==> config.mk <==
export PLATFORM = sky130hd
export DESIGN_NAME = nonoverlap_pattern_counter_core
export DESIGN_NICKNAME = d
export VERILOG_FILES = /design/src/rtl/npc_pkg.sv /design/src/rtl/npc_cfg.sv /design/src/rtl/npc_cell.sv /design/src/rtl/nonoverlap_pattern_counter_core.sv
export VERILOG_INCLUDE_DIRS = /design/src /design/src/rtl
export SDC_FILE = /design/constraint.sdc
export NUM_CORES = 1
export LEC_CHECK = 0
export ABC_AREA = 1
export BUFFER_PORTS_ARGS = -buffer_cell sky130_fd_sc_hd__buf_2
export CAP_MARGIN = 20
export CORE_ASPECT_RATIO = 0.5
export CORE_MARGIN = 2
export CORE_UTILIZATION = 56
export CTS_CLUSTER_DIAMETER = 40
export DETAILED_ROUTE_END_ITERATION = 10
export HOLD_SLACK_MARGIN = 0.03
export PLACE_DENSITY = 0.85
export SETUP_SLACK_MARGIN = 0.02
export SYNTH_ARGS = -nofsm -noshare
export SYNTH_HDL_FRONTEND = slang
export SYNTH_SLANG_ARGS = --single-unit
==> constraint.sdc <==
create_clock -name clk -period 7.1 [get_ports clk]
set_input_delay 0.355 -clock clk [delete_from_list [all_inputs] [get_ports clk]]
set_output_delay 0.355 -clock clk [all_outputs]
set_load 0.005 [all_outputs]
==> src/rtl/nonoverlap_pattern_counter_core_defines.svh <==
// Assertion macros shared by the pattern counter RTL
`ifndef NONOVERLAP_PATTERN_COUNTER_CORE_DEFINES_SVH
`define NONOVERLAP_PATTERN_COUNTER_CORE_DEFINES_SVH

// Same-cycle check, disabled while reset is asserted
`define NPC_ASSERT(name, prop, msg) \
	name: assert property (@(posedge clk) disable iff (!arst_n) prop) else $error(msg);

// Next-cycle check, disabled while reset is asserted
`define NPC_ASSERT_NEXT(name, ante, cons, msg) \
	name: assert property (@(posedge clk) disable iff (!arst_n) ante |=> cons) else $error(msg);

`endif

==> src/rtl/npc_pkg.sv <==
// Shared types, constants and helpers for the pattern counter
`default_nettype none
package npc_pkg;

	localparam int PATTERN_MAX_DEF = 8;
	localparam int COUNT_BITS_DEF  = 32;

	localparam int ADDR_W = 5;
	localparam int DATA_W = 64;

	localparam logic [1:0] REG_PATTERN_BYTES  = 2'd0;
	localparam logic [1:0] REG_PATTERN_LENGTH = 2'd1;
	localparam logic [1:0] REG_IGNORE_CASE    = 2'd2;

	typedef struct packed {
		logic [7:0] text_byte;
		logic       text_last;
	} in_t;

	typedef struct packed {
		logic        match_end;
		logic [31:0] occurrence_count;
		logic        count_final;
	} out_t;

	typedef struct packed {
		logic [63:0] pattern_bytes;
		logic [3:0]  pattern_length;
		logic        ignore_case;
	} cfg_t;

	typedef struct packed {
		logic shift;
		logic clear;
		logic fold;
	} cell_ctl_t;

	function automatic logic [7:0] fold_byte(input logic [7:0] c, input logic fold);
		if (fold && c >= 8'h41 && c <= 8'h5A)
			return c + 8'h20;
		return c;
	endfunction

	function automatic logic [7:0] pat_char(input logic [63:0] bytes, input logic [2:0] idx);
		return bytes[{idx, 3'b000} +: 8];
	endfunction

endpackage
`default_nettype wire

==> src/rtl/npc_cfg.sv <==
// APB register block holding pattern, length and case-fold setting
`default_nettype none
module npc_cfg (
	input  wire logic                       clk,
	input  wire logic                       arst_n,
	input  wire logic                       psel,
	input  wire logic                       penable,
	input  wire logic                       pwrite,
	input  wire logic [npc_pkg::ADDR_W-1:0] paddr,
	input  wire logic [npc_pkg::DATA_W-1:0] pwdata,
	output logic      [npc_pkg::DATA_W-1:0] prdata,
	output logic                            pready,
	output npc_pkg::cfg_t                   cfg
);
	import npc_pkg::*;

	cfg_t       cfg_q;
	logic [1:0] reg_idx;
	logic       wr_en;

	assign reg_idx = paddr[ADDR_W-1:3];
	assign wr_en   = psel && penable && pwrite && pready;
	assign pready  = 1'b1;
	assign cfg     = cfg_q;

	always_ff @(posedge clk or negedge arst_n) begin
		if (!arst_n) begin
			cfg_q <= '0;
		end else if (wr_en) begin
			case (reg_idx)
				REG_PATTERN_BYTES:  cfg_q.pattern_bytes  <= pwdata;
				REG_PATTERN_LENGTH: cfg_q.pattern_length <= pwdata[3:0];
				REG_IGNORE_CASE:    cfg_q.ignore_case    <= pwdata[0];
				default: ;
			endcase
		end
	end

	always_comb begin
		case (reg_idx)
			REG_PATTERN_BYTES:  prdata = cfg_q.pattern_bytes;
			REG_PATTERN_LENGTH: prdata = {60'd0, cfg_q.pattern_length};
			REG_IGNORE_CASE:    prdata = {63'd0, cfg_q.ignore_case};
			default:            prdata = '0;
		endcase
	end

endmodule
`default_nettype wire

==> src/rtl/npc_cell.sv <==
// One window cell: holds a past text byte and compares it to its pattern byte
`default_nettype none
module npc_cell (
	input  wire logic                clk,
	input  wire logic                arst_n,
	input  wire npc_pkg::cell_ctl_t  ctl,
	input  wire logic [7:0]          byte_in,
	input  wire logic [7:0]          pat_byte,
	input  wire logic                in_use,
	output logic      [7:0]          byte_out,
	output logic                     ok
);
	import npc_pkg::*;

	logic [7:0] byte_q;

	always_ff @(posedge clk or negedge arst_n) begin
		if (!arst_n) begin
			byte_q <= '0;
		end else if (ctl.shift) begin
			byte_q <= ctl.clear ? 8'd0 : byte_in;
		end
	end

	assign byte_out = byte_q;
	// a cell beyond the pattern length does not take part
	assign ok = !in_use || (fold_byte(byte_q, ctl.fold) == fold_byte(pat_byte, ctl.fold));

endmodule
`default_nettype wire

==> src/rtl/nonoverlap_pattern_counter_core.sv <==
// Top level: non-overlapping pattern occurrence counter over a byte stream
//
//  channel | dir | handshake                  | payload
//  --------+-----+----------------------------+---------------------------
//  in      | in  | in_valid / in_ready        | in_data  (text_byte, last)
//  out     | out | out_valid / out_ready      | out_data (match, count, final)
//  cfg     | in  | psel / penable / pready    | paddr, pwdata, prdata
//
// One byte per cycle sustained while results are taken; each byte's result is set by
// the single compare stage across the window cells and is valid the cycle after acceptance.
// A new byte enters in the same cycle the waiting result is taken.
// Reset clears the window, counters and registers; no clearing pass.
// A stalled output holds its result and drops in_ready until it is taken.
`default_nettype none
module nonoverlap_pattern_counter_core #(
	parameter int PATTERN_MAX = npc_pkg::PATTERN_MAX_DEF,
	parameter int COUNT_BITS  = npc_pkg::COUNT_BITS_DEF
) (
	input  wire logic                       clk,
	input  wire logic                       arst_n,
	input  wire logic                       in_valid,
	output logic                            in_ready,
	input  wire npc_pkg::in_t               in_data,
	output logic                            out_valid,
	input  wire logic                       out_ready,
	output npc_pkg::out_t                   out_data,
	input  wire logic                       psel,
	input  wire logic                       penable,
	input  wire logic                       pwrite,
	input  wire logic [npc_pkg::ADDR_W-1:0] paddr,
	input  wire logic [npc_pkg::DATA_W-1:0] pwdata,
	output logic      [npc_pkg::DATA_W-1:0] prdata,
	output logic                            pready
);
	import npc_pkg::*;

	`include "nonoverlap_pattern_counter_core_defines.svh"

	localparam int WIN    = (PATTERN_MAX > 1) ? PATTERN_MAX - 1 : 1;
	localparam int SEEN_W = $clog2(PATTERN_MAX + 1);
	localparam int SKIP_W = (PATTERN_MAX > 1) ? $clog2(PATTERN_MAX) : 1;
	localparam int CNT_W  = (COUNT_BITS < 32) ? COUNT_BITS : 32;
	localparam logic [CNT_W-1:0] CNT_MAX = '1;
	localparam logic [3:0] LEN_MAX = 4'(PATTERN_MAX);

	cfg_t      cfg;
	cell_ctl_t cell_ctl;

	logic [SEEN_W-1:0] seen_q, seen_nxt;
	logic [SKIP_W-1:0] skip_q, skip_nxt;
	logic [CNT_W-1:0]  cnt_q, cnt_nxt;
	logic              out_valid_q;
	out_t              out_q;

	logic [3:0]     eff_len;
	logic           in_fire;
	logic           seen_ok;
	logic           cur_ok;
	logic           hit;
	logic [WIN-1:0] cell_ok;
	logic [7:0]     cell_byte [WIN];
	logic [3:0]     last_idx;
	logic           last_fire;
	logic           step_fire;
	logic           text_idle;

	npc_cfg u_cfg (
		.clk     (clk),
		.arst_n  (arst_n),
		.psel    (psel),
		.penable (penable),
		.pwrite  (pwrite),
		.paddr   (paddr),
		.pwdata  (pwdata),
		.prdata  (prdata),
		.pready  (pready),
		.cfg     (cfg)
	);

	assign eff_len  = (cfg.pattern_length > LEN_MAX) ? LEN_MAX : cfg.pattern_length;
	assign in_ready = !out_valid_q || out_ready;
	assign in_fire  = in_valid && in_ready;

	assign cell_ctl.shift = in_fire;
	assign cell_ctl.clear = in_data.text_last;
	assign cell_ctl.fold  = cfg.ignore_case;

	// cell i holds the byte i+1 positions back and checks pattern byte len-2-i
	for (genvar i = 0; i < WIN; i++) begin : g_cell
		logic [7:0] byte_in;
		logic [3:0] pidx;
		logic       in_use;

		if (i == 0) begin : g_head
			assign byte_in = in_data.text_byte;
		end else begin : g_link
			assign byte_in = cell_byte[i-1];
		end
		assign pidx   = eff_len - 4'd2 - 4'(i);
		assign in_use = (4'(i) + 4'd2) <= eff_len;

		npc_cell u_cell (
			.clk      (clk),
			.arst_n   (arst_n),
			.ctl      (cell_ctl),
			.byte_in  (byte_in),
			.pat_byte (pat_char(cfg.pattern_bytes, pidx[2:0])),
			.in_use   (in_use),
			.byte_out (cell_byte[i]),
			.ok       (cell_ok[i])
		);
	end

	assign last_idx = eff_len - 4'd1;
	assign cur_ok   = fold_byte(in_data.text_byte, cfg.ignore_case)
		== fold_byte(pat_char(cfg.pattern_bytes, last_idx[2:0]), cfg.ignore_case);
	assign seen_ok  = (5'(seen_q) + 5'd1) >= {1'b0, eff_len};
	assign hit      = (eff_len != 4'd0) && (skip_q == '0) && seen_ok && cur_ok && (&cell_ok);

	always_comb begin
		cnt_nxt = cnt_q;
		if (hit && cnt_q != CNT_MAX)
			cnt_nxt = cnt_q + 1'b1;
		skip_nxt = skip_q;
		if (hit)
			skip_nxt = SKIP_W'(last_idx);
		else if (skip_q != '0)
			skip_nxt = skip_q - 1'b1;
		seen_nxt = seen_q;
		if (seen_q < SEEN_W'(PATTERN_MAX))
			seen_nxt = seen_q + 1'b1;
	end

	always_ff @(posedge clk or negedge arst_n) begin
		if (!arst_n) begin
			seen_q <= '0;
			skip_q <= '0;
			cnt_q  <= '0;
		end else if (in_fire) begin
			// drop per-text state once the last byte goes through
			if (in_data.text_last) begin
				seen_q <= '0;
				skip_q <= '0;
				cnt_q  <= '0;
			end else begin
				seen_q <= seen_nxt;
				skip_q <= skip_nxt;
				cnt_q  <= cnt_nxt;
			end
		end
	end

	always_ff @(posedge clk or negedge arst_n) begin
		if (!arst_n) begin
			out_valid_q <= 1'b0;
		end else if (in_fire) begin
			out_valid_q <= 1'b1;
		end else if (out_ready) begin
			out_valid_q <= 1'b0;
		end
	end

	always_ff @(posedge clk) begin
		if (in_fire) begin
			out_q.match_end        <= hit;
			out_q.occurrence_count <= 32'(cnt_nxt);
			out_q.count_final      <= in_data.text_last;
		end
	end

	assign out_valid = out_valid_q;
	assign out_data  = out_q;

	assign last_fire = in_fire && in_data.text_last;
	assign step_fire = in_fire && hit && !in_data.text_last && (cnt_q != CNT_MAX);
	assign text_idle = (cnt_q == '0) && (seen_q == '0) && (skip_q == '0);

	`NPC_ASSERT(a_skip_blocks_hit, (skip_q != '0) |-> !hit, "match inside skip span")
	`NPC_ASSERT(a_ready_when_empty, !out_valid_q |-> in_ready, "stalled with empty output")
	`NPC_ASSERT_NEXT(a_clear_on_last, last_fire, text_idle, "text state not cleared")
	`NPC_ASSERT_NEXT(a_count_step, step_fire, (cnt_q == $past(cnt_q) + 1'b1), "no count step")

endmodule
`default_nettype wire

==> reports/metrics.cfg <==
[timing]
rsz0062_at_grt=false
layout_min_cycle_time_ns=6.080
hold_viol_final=0
tightestPinTransition_ns=1.006
max_slew_margin=0.3294
fin_skew_ns=0.01369
slew_viol_final=0
max_freq_mhz=164.5
setup-violations-final=0
finalCritPeriodShare=0.8563
fin_tns_setup_ns=0

[setup_path]
cp.required_ns=7.31
criticalPathCategory=reg -> reg
path_buf_inv=5
crit_path_frequent_cell=nand2_1
slowest_delay_ns=0.73
cp_top_family=simple AND/OR/NAND/NOR gates
worstPathMaxFanout=70
cp_cell_sequence=inv_8 > nand2_4 > buf_4 > ha_1 > inv_1 > buf_4 > nand3_1 > nand3_1 > nand2_1 > nor2_1 > nand2_1 > a21oi_2 > nand3b_1 > nand2_1 > nand2_1 > nand2_1 > nand2_1 > a21oi_2 > nand3_1 > nor2_4 > buf_4 > nand2_1 > nand2_1 > nand2_1
crit_slowest_cell=inv_1
cp.arrival_ns=6.29
crit_path_end_kind=flip-flop
worst-r2r-setup-slack_ns=1.02
startpoint_type=flip-flop

[synth]
synth_sequential_area_ratio=0.3533
synth_nets=2336
yosys.area.top_type=dfrtp_1
synth_edf_count=34
synth_common_cells=630 x nand2_1, 426 x nand3_1, 252 x inv_1
netlist_instances=2220
synth_cell_types=45
synthesis.area_mm2=0.01458
async_flop_share=0.8291
syn_avg_cell_area_um2=6.567
synth_area_leaders=dfrtp_1 28%, nand2_1 16%, nand3_1 15%
netlist.area_leader.share=0.2832
ys_ff_latch=199
yosysWarnings=0
yosysMostFrequentCell=nand2_1
synthFlopType=dfrtp_1

[floorplanning]
rows=41
die_area_mm2=0.02742
die_h_um=118.1
core-area_mm2=0.02539
start_util=0.5741
io_pins=186
die_width_um=232.2

[cells_and_area]
final_area_mm2=0.01625
layout-drive-gt1-share=0.1158
utilization=0.6399
fin_nets=2460
syn_to_final_growth_pct=11.46
num-fill-cells=2250

[cts]
cts-root-buf=clkbuf_16
cts_resized=0
cts_buffer_depth=2
clock_sink_count=199
cts-htree-levels=4
cts_tree=yes
cts_made_buffers=17
clk_pin_slew_ns=0.09
post_cts_buffers=0
clock_latency_ns=0.48

[power_and_ir_drop]
p_leak_nw=8.705
power_density_mw_per_mm2=328.2
pwr-share-clk=0.199
power_w=0.005332
swShare=0.5020
vdd_drop_max_mv=0.2083
internal_power_w=0.002655
combPwrFrac=0.532
seqPwrFrac=0.269
p_sw_w=0.002677

[place]
port-buffer-count=181
place_area_mm2=0.01560
place.gp.congestion=1.028
dp_hpwl_mm=38.09

[route]
via_per_inst=6.026
drt-wirelength-per-cell_um=18.94
firstDrtPassIters=7
drt_iter0_drc=2467
dr_total_vias=16294
ant_nets=0
finalWirelength_mm=51.20
drc=0

[flow_run]
max-cap-violations=0

[global_routing]
grt_max_degree=106
grt_antenna_before_repair=3
grt_pass1_wl_mm=78.76
grtUsageTotal=0.3735
first_global_vias=14528
grt.overflow.total=0

[outcome]
status=complete, no violations

[hold_path]
hold_class=in -> reg

[power by group through the flow]
| stage | Combinational (W) | Sequential, W | Clock, W |
|---|---|---|---|
| finish | 0.00284 | 0.00143 | 0.00106 |
| global route | 0.00310 | 0.00144 | 0.00110 |
| CTS | 0.00271 | 0.00142 | 0.00106 |
| detailed placement | 0.00268 | 0.00144 | 0 |
| global placement | 0.00262 | 0.00144 | 0 |
| floorplan | 0.00194 | 0.00137 | 0 |
[flip-flops by register name, indices dropped and copies added (netlist names)]
name	cells
u_cfg.cfg	69
g_cell.u_cell.byte_out	56
out_data	34
cnt_q	32
seen_q	4
skip_q	3
out_valid	1
[final timing paths]
kind	start	endpoint	cells past startpoint
worst min register to register	skip_q[0]$_DFFE_PN0P_	skip_q[0]$_DFFE_PN0P_	2
worst min-delay path	in_data[0]	out_data[0]$_DFFE_PP_	1
max in group asynchronous	arst_n	g_cell[3].u_cell.byte_out[1]$_DFFE_PN0P_	3
min in group asynchronous	arst_n	u_cfg.cfg[17]$_DFFE_PN0P_	2
worst max-delay path	u_cfg.cfg[4]$_DFFE_PN0P_	out_data[23]$_DFFE_PP_	24
worst max register to register	u_cfg.cfg[4]$_DFFE_PN0P_	out_data[23]$_DFFE_PP_	24
[worst register-to-register path: stages (launching register included)]
cell,delay [ns]
dfrtp_1,0.72
inv_8,0.26
nand2_4,0.14
buf_4,0.57
ha_1,0.38
inv_1,0.73
buf_4,0.27
nand3_1,0.08
nand3_1,0.11
nand2_1,0.22
nor2_1,0.19
nand2_1,0.10
a21oi_2,0.19
nand3b_1,0.13
nand2_1,0.09
nand2_1,0.05
nand2_1,0.08
nand2_1,0.19
a21oi_2,0.21
nand3_1,0.13
nor2_4,0.49
buf_4,0.27
nand2_1,0.06
nand2_1,0.06
nand2_1,0.09
[metrics by stage]
stage	worst slack, ns	instances	hold slack [ns]
after global placement	1.421	2668	0.4759
after detailed placement	1.313	2668	0.4790
after CTS	1.231	2701	0.09165
after floorplan	3.266	2220	0.05941
final	1.020	2704	0.09829
after global routing	0.6187	2701	0.1005
[logic make-up after synthesis]
logic type / count (synthesis) / share of synthesized area
AOI/OAI and AO/OA: 191 / 0.07399
xor gates and xnor gates: 23 / 0.01511
adders and majority gates: 31 / 0.02661
buffers and inverters: 360 / 0.1021
DFF: 199 / 0.3533
muxes: 1 / 0.0006867
other: 1 / 0.0002572
and+or+nand+nor: 1414 / 0.4280
[layer usage]
layer,GRT usage,part of all wire
met5,0,0.0014
met4,0.1571,0.042
met3,0.1495,0.15
met2,0.5160,0.41
met1,0.5142,0.40
[cells in the final DEF (no fill, tap or decap), types with 2 or more instances in the layout]
cell,Yosys,routed
nand2_1,630,629
nand3_1,426,426
inv_1,252,251
nor2_1,216,215
buf_2,34,180
dfrtp_1,165,164
nand4_1,70,70
a21oi_1,67,67
o22ai_1,55,55
o21ai_0,42,42
edfxtp_1,34,34
ha_1,31,31
buf_4,7,23
nor3_1,21,21
xor2_1,20,20
clkbuf_16,0,18
nand3b_1,12,12
o21ai_1,10,10
and2_1,9,9
inv_2,6,7
nor4_1,7,7
nand2_2,6,6
nor2_2,5,6
o21bai_1,5,5
diode_2,0,3
nand2_4,2,3
nor2_4,3,3
nand3_2,3,3
a21oi_2,3,3
o2111ai_1,3,3
o211ai_1,3,3
clkinv_8,0,3
inv_8,1,2
xnor2_1,2,2
bufinv_16,0,2
clkinv_2,0,2
clkinv_4,0,2
[area by class of cell]
cell class | instances | area [um^2] | area share
antenna | 3 | 7.507 | 0.0004620
sequential | 199 | 5151 | 0.3170
timing repair buffer | 205 | 1095 | 0.06738
clock buffer | 20 | 467.9 | 0.02880
tap | 344 | 430.4 | 0.02649
multi-input combinational | 1661 | 7950 | 0.4893
clock inverter | 12 | 162.7 | 0.01001
inverter | 260 | 983.4 | 0.06053
[repair_timing]
| action | in CTS | in global routing |
|---|---|---|
| hold buffers | 1 | 0 |
| endpoints found under the setup margin | 0 | 0 |
| endpoints found under the hold margin | 90 | 0 |
Power figures use the tool's default switching activity.
